**config.mk**
```make
export PLATFORM = sky130hd
export DESIGN_NAME = window_coverage_rectify
export DESIGN_NICKNAME = d
export VERILOG_FILES = /design/src/rtl/core/wcr_pkg.sv /design/src/rtl/core/wcr_div_pipe.sv /design/src/rtl/core/window_coverage_rectify.sv
export SDC_FILE = /design/constraint.sdc
export NUM_CORES = 2
export LEC_CHECK = 0
export ABC_CLOCK_PERIOD_IN_PS = 13700
export BUFFER_PORTS_ARGS = -buffer_cell sky130_fd_sc_hd__buf_2
export CORE_UTILIZATION = 45
export CTS_CLUSTER_SIZE = 16
export DETAILED_ROUTE_END_ITERATION = 8
export PLACE_DENSITY = 0.62
export SETUP_SLACK_MARGIN = 0.5
export SLEW_MARGIN = 20
export SYNTH_ARGS = -nofsm -noshare
export SYNTH_HDL_FRONTEND = slang
export SYNTH_SLANG_ARGS = --single-unit
```
**constraint.sdc**
```tcl
create_clock -name clk -period 13.7 [get_ports clk]
set_clock_uncertainty 0.2 [all_clocks]
set_input_delay 0 -clock clk [delete_from_list [all_inputs] [get_ports clk]]
set_output_delay 0 -clock clk [all_outputs]
set_load 0.01 [all_outputs]
```
**src/rtl/core/wcr_pkg.sv**
```systemverilog
`default_nettype none

package wcr_pkg;

  // Register file layout
  localparam int CFG_ADDR_W = 5;
  localparam int CFG_DATA_W = 32;

  typedef enum logic [2:0] {
    REG_KERNEL_H  = 3'd0,
    REG_KERNEL_W  = 3'd1,
    REG_STRIDE_H  = 3'd2,
    REG_STRIDE_W  = 3'd3,
    REG_PAD_H     = 3'd4,
    REG_PAD_W     = 3'd5,
    REG_IN_HEIGHT = 3'd6,
    REG_IN_WIDTH  = 3'd7
  } reg_idx_t;

  // Field widths
  localparam int KER_BITS  = 4;
  localparam int STR_BITS  = 4;
  localparam int PAD_BITS  = 3;
  localparam int SIZE_BITS = 13;
  localparam int IDX_BITS  = 12;
  localparam int VAL_BITS  = 32;
  localparam int TAP_BITS  = 4;
  localparam int CNT_BITS  = 2 * TAP_BITS;

  // Reset values
  localparam logic [KER_BITS-1:0]  KERNEL_RST = 4'd3;
  localparam logic [STR_BITS-1:0]  STRIDE_RST = 4'd1;
  localparam logic [PAD_BITS-1:0]  PAD_RST    = 3'd1;
  localparam logic [SIZE_BITS-1:0] SIZE_RST   = 13'd256;

  // Divider geometry: dividend is 2*|value|*full + den (< 2^40), divisor 2*den
  localparam int DIV_NUM_W = 40;
  localparam int DIV_DEN_W = CNT_BITS + 1;
  localparam int DIV_STEP  = 4;

  // Default build options
  localparam int ROW_DIL_DEF   = 1;
  localparam int COL_DIL_DEF   = 1;
  localparam int MEAN_ONLY_DEF = 0;

  typedef struct packed {
    logic valid;
    logic neg;
  } div_tag_t;

  // Count dilated taps that fit in a span, held at a minimum of one
  function automatic logic [TAP_BITS-1:0] tap_count(input logic [TAP_BITS-1:0] span,
                                                    input int dil);
    logic [TAP_BITS-1:0] cnt;
    cnt = '0;
    for (int k = 0; k < 15; k++) begin
      if (k * dil < int'(span)) begin
        cnt = cnt + TAP_BITS'(1);
      end
    end
    if (cnt == '0) begin
      cnt = TAP_BITS'(1);
    end
    return cnt;
  endfunction

endpackage

`default_nettype wire

```
**src/rtl/core/wcr_div_pipe.sv**
```systemverilog
`default_nettype none

module wcr_div_pipe #(
  parameter int NUM_W = wcr_pkg::DIV_NUM_W,
  parameter int DEN_W = wcr_pkg::DIV_DEN_W,
  parameter int STEP  = wcr_pkg::DIV_STEP
) (
  input  wire logic              clk,
  input  wire logic              rst_n,
  input  wire wcr_pkg::div_tag_t in_tag,
  input  wire logic [NUM_W-1:0]  in_num,
  input  wire logic [DEN_W-1:0]  in_den,
  output wcr_pkg::div_tag_t      out_tag,
  output logic [NUM_W-1:0]       out_quo
);

  localparam int NS = NUM_W / STEP;

  // Index 0 is the input; index s holds the registers after stage s
  wcr_pkg::div_tag_t  tag_r [0:NS];
  logic [NUM_W-1:0]   w_r   [0:NS];
  logic [DEN_W-1:0]   rem_r [0:NS];
  logic [DEN_W-1:0]   den_r [0:NS];

  assign tag_r[0] = in_tag;
  assign w_r[0]   = in_num;
  assign rem_r[0] = '0;
  assign den_r[0] = in_den;

  for (genvar s = 0; s < NS; s++) begin : g_stage
    logic [NUM_W-1:0] w_nxt;
    logic [DEN_W-1:0] rem_nxt;

    // Restoring division, STEP quotient bits per stage
    always_comb begin
      logic [DEN_W:0] rx;
      logic [NUM_W-1:0] w;
      logic [DEN_W-1:0] r;
      w = w_r[s];
      r = rem_r[s];
      rx = '0;
      for (int j = 0; j < STEP; j++) begin
        rx = {r, w[NUM_W-1]};
        w  = {w[NUM_W-2:0], 1'b0};
        if (rx >= {1'b0, den_r[s]}) begin
          rx   = rx - {1'b0, den_r[s]};
          w[0] = 1'b1;
        end
        r = rx[DEN_W-1:0];
      end
      w_nxt   = w;
      rem_nxt = r;
    end

    always_ff @(posedge clk) begin
      if (!rst_n) begin
        tag_r[s+1] <= '0;
      end else begin
        tag_r[s+1] <= tag_r[s];
      end
    end

    always_ff @(posedge clk) begin
      w_r[s+1]   <= w_nxt;
      rem_r[s+1] <= rem_nxt;
      den_r[s+1] <= den_r[s];
    end
  end

  assign out_tag = tag_r[NS];
  assign out_quo = w_r[NS];

`ifndef NO_ASSERTIONS
  a_rem_below_den: assert property (@(posedge clk) disable iff (!rst_n)
    tag_r[NS].valid |-> rem_r[NS] < den_r[NS])
    else $error("divider remainder not below divisor");

  a_valid_latency: assert property (@(posedge clk) disable iff (!rst_n)
    tag_r[NS].valid |-> $past(in_tag.valid, NS))
    else $error("divider output without matching input");

  a_den_carried: assert property (@(posedge clk) disable iff (!rst_n)
    tag_r[NS].valid |-> den_r[NS] == $past(in_den, NS))
    else $error("divisor corrupted along divider pipe");
`endif

endmodule

`default_nettype wire

```
**src/rtl/core/window_coverage_rectify.sv**
```systemverilog
// Pipeline from the accepting edge to the result: 4 front stages, a 10-stage pipelined
//   divider at 4 quotient bits each, and 1 output stage.
// Throughput: one request per cycle; busy is low whenever reset is released.
// The receiver cannot stall: each result shows on out_value_out for one cycle with out_valid.
// Reset (synchronous, rst_n low) loads the register defaults and drops every item in flight;
//   busy stays high while reset is held.
`default_nettype none

module window_coverage_rectify #(
  parameter int ROW_DIL   = wcr_pkg::ROW_DIL_DEF,
  parameter int COL_DIL   = wcr_pkg::COL_DIL_DEF,
  parameter int MEAN_ONLY = wcr_pkg::MEAN_ONLY_DEF
) (
  input  wire logic                                clk,
  input  wire logic                                rst_n,
  // Register port
  input  wire logic                                psel,
  input  wire logic                                penable,
  input  wire logic                                pwrite,
  input  wire logic [wcr_pkg::CFG_ADDR_W-1:0]      paddr,
  input  wire logic [wcr_pkg::CFG_DATA_W-1:0]      pwdata,
  output logic [wcr_pkg::CFG_DATA_W-1:0]           prdata,
  output logic                                     pready,
  // Request channel
  input  wire logic                                start,
  output logic                                     busy,
  input  wire logic signed [wcr_pkg::VAL_BITS-1:0] in_value_in,
  input  wire logic [wcr_pkg::IDX_BITS-1:0]        in_out_row,
  input  wire logic [wcr_pkg::IDX_BITS-1:0]        in_out_col,
  // Result channel
  output logic                                     out_valid,
  output logic signed [wcr_pkg::VAL_BITS-1:0]      out_value_out
);

  localparam int DIL_H = (ROW_DIL < 1) ? 1 : ROW_DIL;
  localparam int DIL_W = (COL_DIL < 1) ? 1 : COL_DIL;
  localparam int NUM_W = wcr_pkg::DIV_NUM_W;
  localparam int DEN_W = wcr_pkg::DIV_DEN_W;
  localparam int LAT   = 5 + NUM_W / wcr_pkg::DIV_STEP;
  localparam int TB    = wcr_pkg::TAP_BITS;
  localparam int CB    = wcr_pkg::CNT_BITS;
  localparam int VB    = wcr_pkg::VAL_BITS;
  localparam int SB    = wcr_pkg::SIZE_BITS;

  // ---------------------------------------------------------------------------
  // Register file. Users must write it only while no request is in flight (not enforced).
  // ---------------------------------------------------------------------------
  logic [wcr_pkg::KER_BITS-1:0]  kernel_h_r, kernel_w_r;
  logic [wcr_pkg::STR_BITS-1:0]  stride_h_r, stride_w_r;
  logic [wcr_pkg::PAD_BITS-1:0]  pad_h_r, pad_w_r;
  logic [SB-1:0]                 in_height_r, in_width_r;
  logic                          cfg_wr;
  wcr_pkg::reg_idx_t             cfg_idx;

  assign pready  = 1'b1;
  assign cfg_wr  = psel & penable & pwrite & pready;
  assign cfg_idx = wcr_pkg::reg_idx_t'(paddr[4:2]);

  always_ff @(posedge clk) begin
    if (!rst_n) begin
      kernel_h_r  <= wcr_pkg::KERNEL_RST;
      kernel_w_r  <= wcr_pkg::KERNEL_RST;
      stride_h_r  <= wcr_pkg::STRIDE_RST;
      stride_w_r  <= wcr_pkg::STRIDE_RST;
      pad_h_r     <= wcr_pkg::PAD_RST;
      pad_w_r     <= wcr_pkg::PAD_RST;
      in_height_r <= wcr_pkg::SIZE_RST;
      in_width_r  <= wcr_pkg::SIZE_RST;
    end else if (cfg_wr) begin
      case (cfg_idx)
        wcr_pkg::REG_KERNEL_H:  kernel_h_r  <= pwdata[wcr_pkg::KER_BITS-1:0];
        wcr_pkg::REG_KERNEL_W:  kernel_w_r  <= pwdata[wcr_pkg::KER_BITS-1:0];
        wcr_pkg::REG_STRIDE_H:  stride_h_r  <= pwdata[wcr_pkg::STR_BITS-1:0];
        wcr_pkg::REG_STRIDE_W:  stride_w_r  <= pwdata[wcr_pkg::STR_BITS-1:0];
        wcr_pkg::REG_PAD_H:     pad_h_r     <= pwdata[wcr_pkg::PAD_BITS-1:0];
        wcr_pkg::REG_PAD_W:     pad_w_r     <= pwdata[wcr_pkg::PAD_BITS-1:0];
        wcr_pkg::REG_IN_HEIGHT: in_height_r <= pwdata[SB-1:0];
        wcr_pkg::REG_IN_WIDTH:  in_width_r  <= pwdata[SB-1:0];
        default: ;
      endcase
    end
  end

  always_comb begin
    prdata = '0;
    case (cfg_idx)
      wcr_pkg::REG_KERNEL_H:  prdata = 32'(kernel_h_r);
      wcr_pkg::REG_KERNEL_W:  prdata = 32'(kernel_w_r);
      wcr_pkg::REG_STRIDE_H:  prdata = 32'(stride_h_r);
      wcr_pkg::REG_STRIDE_W:  prdata = 32'(stride_w_r);
      wcr_pkg::REG_PAD_H:     prdata = 32'(pad_h_r);
      wcr_pkg::REG_PAD_W:     prdata = 32'(pad_w_r);
      wcr_pkg::REG_IN_HEIGHT: prdata = 32'(in_height_r);
      wcr_pkg::REG_IN_WIDTH:  prdata = 32'(in_width_r);
      default:                prdata = '0;
    endcase
  end

  // A zero kernel register acts as a kernel of one
  logic [TB-1:0] kk_h, kk_w;
  assign kk_h = (kernel_h_r == '0) ? TB'(1) : kernel_h_r;
  assign kk_w = (kernel_w_r == '0) ? TB'(1) : kernel_w_r;

  // Full tap counts of the configured kernel; the product travels with each
  // request from stage 1 on, so a request right after a write sees the new value.
  logic [TB-1:0] full_h, full_w;
  assign full_h = wcr_pkg::tap_count(kk_h, DIL_H);
  assign full_w = wcr_pkg::tap_count(kk_w, DIL_W);

  // ---------------------------------------------------------------------------
  // Request accept. No backpressure inside, so only reset holds requests off.
  // ---------------------------------------------------------------------------
  logic accept;
  assign busy   = ~rst_n;
  assign accept = start & ~busy;

  // Clip one axis of the window to the image and return the covered span
  // (zero when the window misses the image entirely; never above the kernel).
  function automatic logic [TB-1:0] clip_span(input logic signed [16:0] st,
                                              input logic [TB-1:0] kk,
                                              input logic [wcr_pkg::PAD_BITS-1:0] pad,
                                              input logic [SB-1:0] size);
    logic signed [17:0] s0, e0, lim, sz, span;
    s0   = 18'(st);
    e0   = s0 + $signed({14'b0, kk});
    lim  = $signed({5'b0, size}) + $signed({15'b0, pad});
    sz   = $signed({5'b0, size});
    if (e0 > lim) begin
      e0 = lim;
    end
    if (s0 < 0) begin
      s0 = '0;
    end
    if (e0 > sz) begin
      e0 = sz;
    end
    span = e0 - s0;
    return (span > 0) ? span[TB-1:0] : '0;
  endfunction

  // ---------------------------------------------------------------------------
  // Stage 1: window start per axis, sign and magnitude of the sample, and the
  // full tap product that scales it (one when MEAN_ONLY is set).
  // ---------------------------------------------------------------------------
  logic                s1_valid_r;
  logic signed [16:0]  s1_start_h_r, s1_start_w_r;
  logic [VB-1:0]       s1_mag_r;
  logic                s1_neg_r;
  logic [CB-1:0]       s1_full_r;

  logic [15:0]         prod_h, prod_w;
  assign prod_h = 16'(in_out_row) * 16'(stride_h_r);
  assign prod_w = 16'(in_out_col) * 16'(stride_w_r);

  always_ff @(posedge clk) begin
    if (!rst_n) begin
      s1_valid_r <= 1'b0;
    end else begin
      s1_valid_r <= accept;
    end
  end

  always_ff @(posedge clk) begin
    s1_start_h_r <= $signed({1'b0, prod_h}) - $signed({14'b0, pad_h_r});
    s1_start_w_r <= $signed({1'b0, prod_w}) - $signed({14'b0, pad_w_r});
    s1_neg_r     <= in_value_in[VB-1];
    // Most negative input keeps its own bit pattern as magnitude 2^31
    s1_mag_r     <= in_value_in[VB-1] ? VB'(-in_value_in) : VB'(in_value_in);
    s1_full_r    <= (MEAN_ONLY != 0) ? CB'(1) : CB'(full_h) * CB'(full_w);
  end

  // ---------------------------------------------------------------------------
  // Stage 2: clipped spans; scale the magnitude by the full tap count.
  // ---------------------------------------------------------------------------
  logic                s2_valid_r;
  logic [TB-1:0]       s2_span_h_r, s2_span_w_r;
  logic [NUM_W-1:0]    s2_prod_r;
  logic                s2_neg_r;

  always_ff @(posedge clk) begin
    if (!rst_n) begin
      s2_valid_r <= 1'b0;
    end else begin
      s2_valid_r <= s1_valid_r;
    end
  end

  always_ff @(posedge clk) begin
    s2_span_h_r <= clip_span(s1_start_h_r, kk_h, pad_h_r, in_height_r);
    s2_span_w_r <= clip_span(s1_start_w_r, kk_w, pad_w_r, in_width_r);
    s2_prod_r   <= NUM_W'(s1_mag_r) * NUM_W'(s1_full_r);
    s2_neg_r    <= s1_neg_r;
  end

  // ---------------------------------------------------------------------------
  // Stage 3: valid dilated tap count per axis (held at one for empty spans).
  // ---------------------------------------------------------------------------
  logic                s3_valid_r;
  logic [TB-1:0]       s3_hc_r, s3_wc_r;
  logic [NUM_W-1:0]    s3_prod_r;
  logic                s3_neg_r;

  always_ff @(posedge clk) begin
    if (!rst_n) begin
      s3_valid_r <= 1'b0;
    end else begin
      s3_valid_r <= s2_valid_r;
    end
  end

  always_ff @(posedge clk) begin
    s3_hc_r   <= wcr_pkg::tap_count(s2_span_h_r, DIL_H);
    s3_wc_r   <= wcr_pkg::tap_count(s2_span_w_r, DIL_W);
    s3_prod_r <= s2_prod_r;
    s3_neg_r  <= s2_neg_r;
  end

  // ---------------------------------------------------------------------------
  // Stage 4: build the rounding dividend 2*mag*full + den and divisor 2*den.
  // ---------------------------------------------------------------------------
  wcr_pkg::div_tag_t   s4_tag_r;
  logic [NUM_W-1:0]    s4_num_r;
  logic [DEN_W-1:0]    s4_den_r;
  logic [CB-1:0]       den;

  assign den = CB'(s3_hc_r) * CB'(s3_wc_r);

  always_ff @(posedge clk) begin
    if (!rst_n) begin
      s4_tag_r <= '0;
    end else begin
      s4_tag_r.valid <= s3_valid_r;
      s4_tag_r.neg   <= s3_neg_r;
    end
  end

  always_ff @(posedge clk) begin
    s4_num_r <= {s3_prod_r[NUM_W-2:0], 1'b0} + NUM_W'(den);
    s4_den_r <= {den, 1'b0};
  end

  // ---------------------------------------------------------------------------
  // Pipelined divider: one request per cycle.
  // ---------------------------------------------------------------------------
  wcr_pkg::div_tag_t   div_tag;
  logic [NUM_W-1:0]    div_quo;

  wcr_div_pipe #(
    .NUM_W (NUM_W),
    .DEN_W (DEN_W),
    .STEP  (wcr_pkg::DIV_STEP)
  ) u_div (
    .clk     (clk),
    .rst_n   (rst_n),
    .in_tag  (s4_tag_r),
    .in_num  (s4_num_r),
    .in_den  (s4_den_r),
    .out_tag (div_tag),
    .out_quo (div_quo)
  );

  // ---------------------------------------------------------------------------
  // Output stage: saturate the rounded magnitude, restore the sign.
  // ---------------------------------------------------------------------------
  logic                out_valid_r;
  logic [VB-1:0]       out_value_r;
  logic [VB-1:0]       res_nxt;

  always_comb begin
    if (div_tag.neg) begin
      if (div_quo > NUM_W'(40'h80_0000_0000 >> 8)) begin
        res_nxt = 32'h8000_0000;
      end else begin
        res_nxt = 32'd0 - div_quo[VB-1:0];
      end
    end else begin
      if (div_quo > NUM_W'(32'h7FFF_FFFF)) begin
        res_nxt = 32'h7FFF_FFFF;
      end else begin
        res_nxt = div_quo[VB-1:0];
      end
    end
  end

  always_ff @(posedge clk) begin
    if (!rst_n) begin
      out_valid_r <= 1'b0;
    end else begin
      out_valid_r <= div_tag.valid;
    end
  end

  always_ff @(posedge clk) begin
    out_value_r <= res_nxt;
  end

  assign out_valid     = out_valid_r;
  assign out_value_out = $signed(out_value_r);

`ifndef NO_ASSERTIONS
  a_out_latency: assert property (@(posedge clk) disable iff (!rst_n)
    out_valid_r |-> $past(accept, LAT))
    else $error("result strobe without a request LAT cycles earlier");

  a_den_nonzero: assert property (@(posedge clk) disable iff (!rst_n)
    s4_tag_r.valid |-> s4_den_r != '0)
    else $error("zero divisor entering divider");

  a_taps_bounded: assert property (@(posedge clk) disable iff (!rst_n)
    s3_valid_r |-> (s3_hc_r != '0) && (s3_hc_r <= full_h) &&
                   (s3_wc_r != '0) && (s3_wc_r <= full_w))
    else $error("valid tap count outside one..full");
`endif

endmodule

`default_nettype wire
```
# Yosys cells after proc, flatten, opt, wreduce, memory -nomap -nowiden
# Cells that the tools add are included.
word_totals:
  regBits: 878
  latchBits: 0
  mem_bits_rw: 0
  mem_bits_ro: 0
  out_inout_bits: 67
  n_memories: 0
op_classes:
  n_addsub: 106
  n_mul: 5
  n_div: 0
  order_cmp: 110
  n_eq_ne: 7
  shifts: 0
  n_mux: 154
  bitwise_logic: 4
  reduce_logical: 15
ops:
  columns: ["op", "n"]
  rows:
  - ["$ge A10 B9 Y1", 39]
  - ["$mux W9", 39]
  - ["$sub A9 B9 Y9", 38]
  - ["$pmux W32 S8", 1]
  - ["$mux W4", 60]
  - ["$add A4 B1 Y4 const B", 56]
  - ["$lt A4 B4 Y1 const A", 28]
  - ["$mux W18", 6]
  - ["$mux W32", 3]
  - ["$lt A3 B4 Y1 const A", 16]
  - ["$mux W1", 44]
  - ["$add A40 B8 Y40", 1]
  - ["$gt A40 B31 Y1 const B", 1]
  - ["$gt A40 B32 Y1 const B", 1]
  - ["$mul A32 B8 Y39", 1]
  - ["$add A17 B5 Y18", 2]
  - ["$gt A18 B1 Y1 const B", 2]
  - ["$gt A18 B14 Y1", 2]
  - ["$gt A18 B15 Y1", 2]
  - ["$sub A18 B18 Y18", 2]
  - ["$lt A17 B1 Y1 const B", 2]
  - ["$sub A16 B3 Y17", 2]
  - ["$lt A1 B4 Y1 const A", 8]
  - ["$lt A2 B4 Y1 const A", 8]
  - ["other kinds (16)", 37]

# Depth between registers and ports, before layout
logic_depth:
  depth_word: 35
  depth_mapped: 47

# By module
# From an unflattened synthesis, not the netlist that was laid out.
unflattened:
  cells_unflattened: 6175
  hier_area_um2: 57722.9
by_module_without_submodules:
  columns: ["module", "n_inst", "cells_each", "area_per_inst_um2", "seq_area_each_um2"]
  rows:
  - ["wcr_div_pipe", 1, 3014, 29992.5, 11651.2]
  - ["window_coverage_rectify", 1, 3161, 27730.3, 6085.8]

# Worst setup path after synthesis
# No wires, ideal clock.
synth_path:
  path_type: "reg-to-reg"
  startpoint: "register kernel_h_r[1] (netlist bit)"
  endpoint: "register s2_span_h_r[3]"
  arrival_ns: 8.894
  required_ns: 13.376
  setup_slack_ns: 4.482
  stages_incl_launch_ff: 46
  period_less_slack_ns: 9.218
  path_cell_list: "dfxtp_1 -> nor3_1 -> nor2_1 -> inv_1 -> ha_1 -> a21o_1 -> a21o_1 -> a21oi_1 -> nor3b_1 -> and3_1 -> xnor2_1 -> inv_1 -> ha_1 -> and4_1 -> nand4_1 -> o21ai_0 -> nand3_1 -> a311oi_1 -> (+10 left out) -> a31oi_1 -> o32a_1 -> clkbuf_1 -> a31oi_1 -> o22ai_1 -> ha_1 -> inv_1 -> fa_1 -> xor2_1 -> or4_1 -> nor4_1 -> o221ai_1 -> a211o_1 -> nor4_1 -> o2111ai_1 -> o211ai_1 -> and2_1 -> nor3_1"
synth_between:
  elab_chain_len: 9
synth_lines:
  columns: ["item", "line", "text"]
  rows:
  - ["start, declared", "window_coverage_rectify.sv:48", "logic [wcr_pkg::KER_BITS-1:0] kernel_h_r, kernel_w_r;"]
  - ["start signal, assigned", "window_coverage_rectify.sv:61", "kernel_h_r <= wcr_pkg::KERNEL_RST;"]
  - ["start signal, assigned", "window_coverage_rectify.sv:71", "wcr_pkg::REG_KERNEL_H: kernel_h_r <= pwdata[wcr_pkg::KER_BITS-1:0];"]
  - ["$logic_not A4 Y1", "window_coverage_rectify.sv:101", "assign kk_h = (kernel_h_r == '0) ? TB'(1) : kernel_h_r;"]
  - ["$mux W4 *", "window_coverage_rectify.sv:101", null]
  - ["$add A17 B5 Y18 *", "window_coverage_rectify.sv:125", "e0 = s0 + $signed({14'b0, kk});"]
  - ["$gt A18 B15 Y1", "window_coverage_rectify.sv:128", "if (e0 > lim) begin"]
  - ["$mux W18 *", "window_coverage_rectify.sv:128", null]
  - ["$gt A18 B14 Y1", "window_coverage_rectify.sv:134", "if (e0 > sz) begin"]
  - ["$mux W18 *", "window_coverage_rectify.sv:134", null]
  - ["$sub A18 B18 Y18 *", "window_coverage_rectify.sv:137", "span = e0 - s0;"]
  - ["$gt A18 B1 Y1", "window_coverage_rectify.sv:138", "return (span > 0) ? span[TB-1:0] : '0;"]
  - ["end signal, assigned", "window_coverage_rectify.sv:189", "s2_span_h_r <= clip_span(s1_start_h_r, kk_h, pad_h_r, in_height_r);"]
  - ["end, declared", "window_coverage_rectify.sv:176", "logic [TB-1:0] s2_span_h_r, s2_span_w_r;"]
# Every way passes the cells marked *; elsewhere a longest branch is shown, timed or not.
# A chain may end at the register's enable or synchronous reset.

# Worst setup path in the final report
# Same ends and word-level chain as after synthesis.

==> run_results.csv <==
group,metric,value,unit
detailed_routing,drt_iter0_markers,2030,
cts,post-cts-setup-buffers,0,
timing,post-route-period-util,0.8181,
synthesis,ys.flop_type,"dfxtp_1",
detailed_routing,viasPerCell,5.207,
synthesis,yosysSeqAreaShare,0.3127,
cts,cts_tree,"built",
cts,clkLatencyLatePin,0.69,ns
floorplan,core_area,122200,µm²
detailed_routing,m1WireLength,57.54,mm
setup_path,critPathRequiredTime,14.07,ns
place,portBuffers,124,
cells_and_area,fill_cells,11200,
setup_path,worst_path_most_repeated_cell,"ha_1",
detailed_routing,met2_length,54.95,mm
cts,cts.htree.levels,3,
cts,cts_root_buf,"clkbuf_16",
floorplan,dieArea,124900,µm²
grt,grt_max_degree,40,
synthesis,synthArstFlopShare,0,
grt,antenna_found_initial,0,
setup_path,reg2reg_from,"kernel_h_r[1]$_SDFFE_PN1P_",
synthesis,netlist_area,55560,µm²
cts,ctsResizeCount,0,
timing,rsz0062_at_grt,"no",
setup_path,crit_fanout,23,
floorplan,dieHeight,353.4,µm
detailed_routing,wirelength,120.5,mm
synthesis,synthTopCellsByArea,"dfxtp_1 (31%), ha_1 (13%), fa_1 (9.9%)",
detailed_routing,dr.pass1.iters,5,
setup_path,worst_setup_path_end_kind,"register",
timing,drv_slew,0,
job,max_cap_violations,0,
cts,cts.sinks,868,
min_path,hold_start,"in_value_in[1]",
setup_path,crit_path_start_kind,"register",
synthesis,yosysWarnings,0,
synthesis,synth_top_cell_by_area,"dfxtp_1",
timing,worst_pin_slew,1.024,ns
synthesis,syn_area_per_cell,9.338,µm²
grt,first_global_vias,41360,
detailed_routing,drtAntennaViolNets,0,
timing,setup_viol,0,
setup_path,critical_path_arrival,11.57,ns
status,status,"finished, final reports clean",
synthesis,synth_top_area_frac,0.3127,
detailed_routing,top_layer,"met4",
place,hpwl,92.90,mm
place,place_congestion,0.8846,
cells_and_area,num_antenna_cells,0,
detailed_routing,dr_total_vias,41360,
cells_and_area,syn2layout_area_growth,13.16,%
floorplan,io_pins,166,
timing,setup_tns,0,ns
detailed_routing,wl_per_cell,15.17,µm
timing,min_period,11.21,ns
cells_and_area,layout-drive-gt1-share,0.08753,
detailed_routing,dr_wl_met3,4.966,mm
setup_path,slowest_delay,0.68,ns
synthesis,synthCells,5950,
detailed_routing,drc,0,
timing,maxSlewHeadroom,0.3109,
setup_path,cpMaxStageDelayCell,"o32a_1",
floorplan,rows,128,
grt,grt_pass1_wl,202.9,mm
setup_path,path_class,"register to register",
synthesis,synth_edf_count,0,
floorplan,start_util,0.4547,
floorplan,die_x,353.4,µm
timing,max_freq,89.22,MHz
cts,numCtsBuffers,92,
setup_path,crit_start,"kernel_h_r[1]$_SDFFE_PN1P_",
synthesis,yosysUniqueCellTypes,99,
cts,cts_max_path_buffers,3,
cts,cts.clk_slew.worst_paths,0.07,ns
timing,hold_viol_final,0,
synthesis,ys_ff_latch,868,
grt,grt-ovfl-total,0,
cells_and_area,nets,7203,
min_path,hold_path.class,"primary input to register",
grt,globalRouteTotalUtil,0.1926,
layout by cell type (no fill, tap or decap), types with 181 or more instances in the layout:
cell	count
a21o_1	190
a21oi_1	372
and2_1	217
dfxtp_1	868
dlygate4sd3_1	183
fa_1	276
ha_1	588
inv_1	613
mux2_2	181
nand2_1	490
nor2_1	287
o21ai_0	190
xnor2_1	325
flip-flops by register name, summed over array words and instances, names as in the netlist, 7 cells and up:
signal              cells
s4_num_r               40
s1_full_r               8
u_div.out_quo          40
s4_den_r                7
s1_start_h_r           17
out_value_out          32
u_div.den_r            63
u_div.g_stage.$4.w    324
u_div.rem_r            81
u_div.w_r              36
in_height_r            13
in_width_r             13
s2_prod_r              39
s1_start_w_r           17
s3_prod_r              39
s1_mag_r               32
u_div.tag_r            18
cells by family after synthesis:
kind of cell / share of synthesized area
AOI/OAI and AO/OA: 0.1316
and+or+nand+nor: 0.1463
buffers and inverters: 0.05425
DFF: 0.3127
xor gates and xnor gates: 0.06882
muxes: 0.05353
other: 0.0001352
adders and majority gates: 0.2326
timing repair:
action | 4_1_cts | 5_1_grt
endpoints found under the hold margin | 141 | 0
endpoints found under the setup margin | 0 | 0
hold buffers | 183 | 0
per-stage QoR:
step / instances / cell area (µm²) / hold WS, ns / util / setup slack, ns
detailed placement: 7588 / 57820 / -0.04111 / 0.4732 / 2.646
global route: 7943 / 62880 / 0.04081 / 0.5146 / 1.480
floorplan: 5968 / 55630 / -0.1723 / - / 4.482
finish: 7943 / 62880 / 0.02958 / 0.5146 / 2.492
CTS: 7943 / 62870 / 0.002567 / 0.5145 / 2.570
global placement: 7588 / 57820 / -0.03902 / 0.4732 / 2.716
worst max-delay path: cells and delay by family (launching register included):
family / cells / cell delay, ns
flops: 1 / 0.53
mux: 1 / 0.21
xor+xnor: 2 / 0.31
compound gates: 18 / 4.91
buf+inv: 3 / 0.48
simple gates: 11 / 2.20
fa+ha+maj: 7 / 2.21
metal layers:
metal | vias up | global-route usage
met5 | - | 0
met4 | 0 | 0.05541
met3 | 226 | 0.02537
met2 | 842 | 0.3211
met1 | 19390 | 0.2596
li1 | 20900 | -
Yosys cell counts, drive strengths merged, types with 181 or more instances:
| cell | n |
|---|---|
| and2 | 218 |
| mux2 | 181 |
| dfxtp | 868 |
| ha | 588 |
| xnor2 | 325 |
| a21oi | 372 |
| a21o | 190 |
| nor2 | 289 |
| o21ai | 193 |
| inv | 616 |
| fa | 276 |
| nand2 | 490 |
worst paths after layout:
kind / cells past startpoint / slack [ns] / end
min reg2reg: 0 / 0.10 / u_div.g_stage[3].$4.w[33]$_DFF_P_
max reg2reg: 42 / 2.49 / s2_span_h_r[3]$_SDFF_PP0_
max: 42 / 2.49 / s2_span_h_r[3]$_SDFF_PP0_
min: 4 / 0.03 / s1_mag_r[1]$_DFF_P_
final cells by class:
cell class	count	area, µm²	area share
repair buffers	337	2678	0.04258
well taps	1625	2033	0.03234
multi-input cells	4324	35250	0.5607
flip-flops and latches	868	17380	0.2764
inverters	617	2316	0.03683
clock buffers	116	2502	0.03980
clock inverters	56	716.9	0.01140
Power is left out: the tool's default activity adds up to more than one toggle a clock period on the data nets, which glitch-free logic cannot reach.
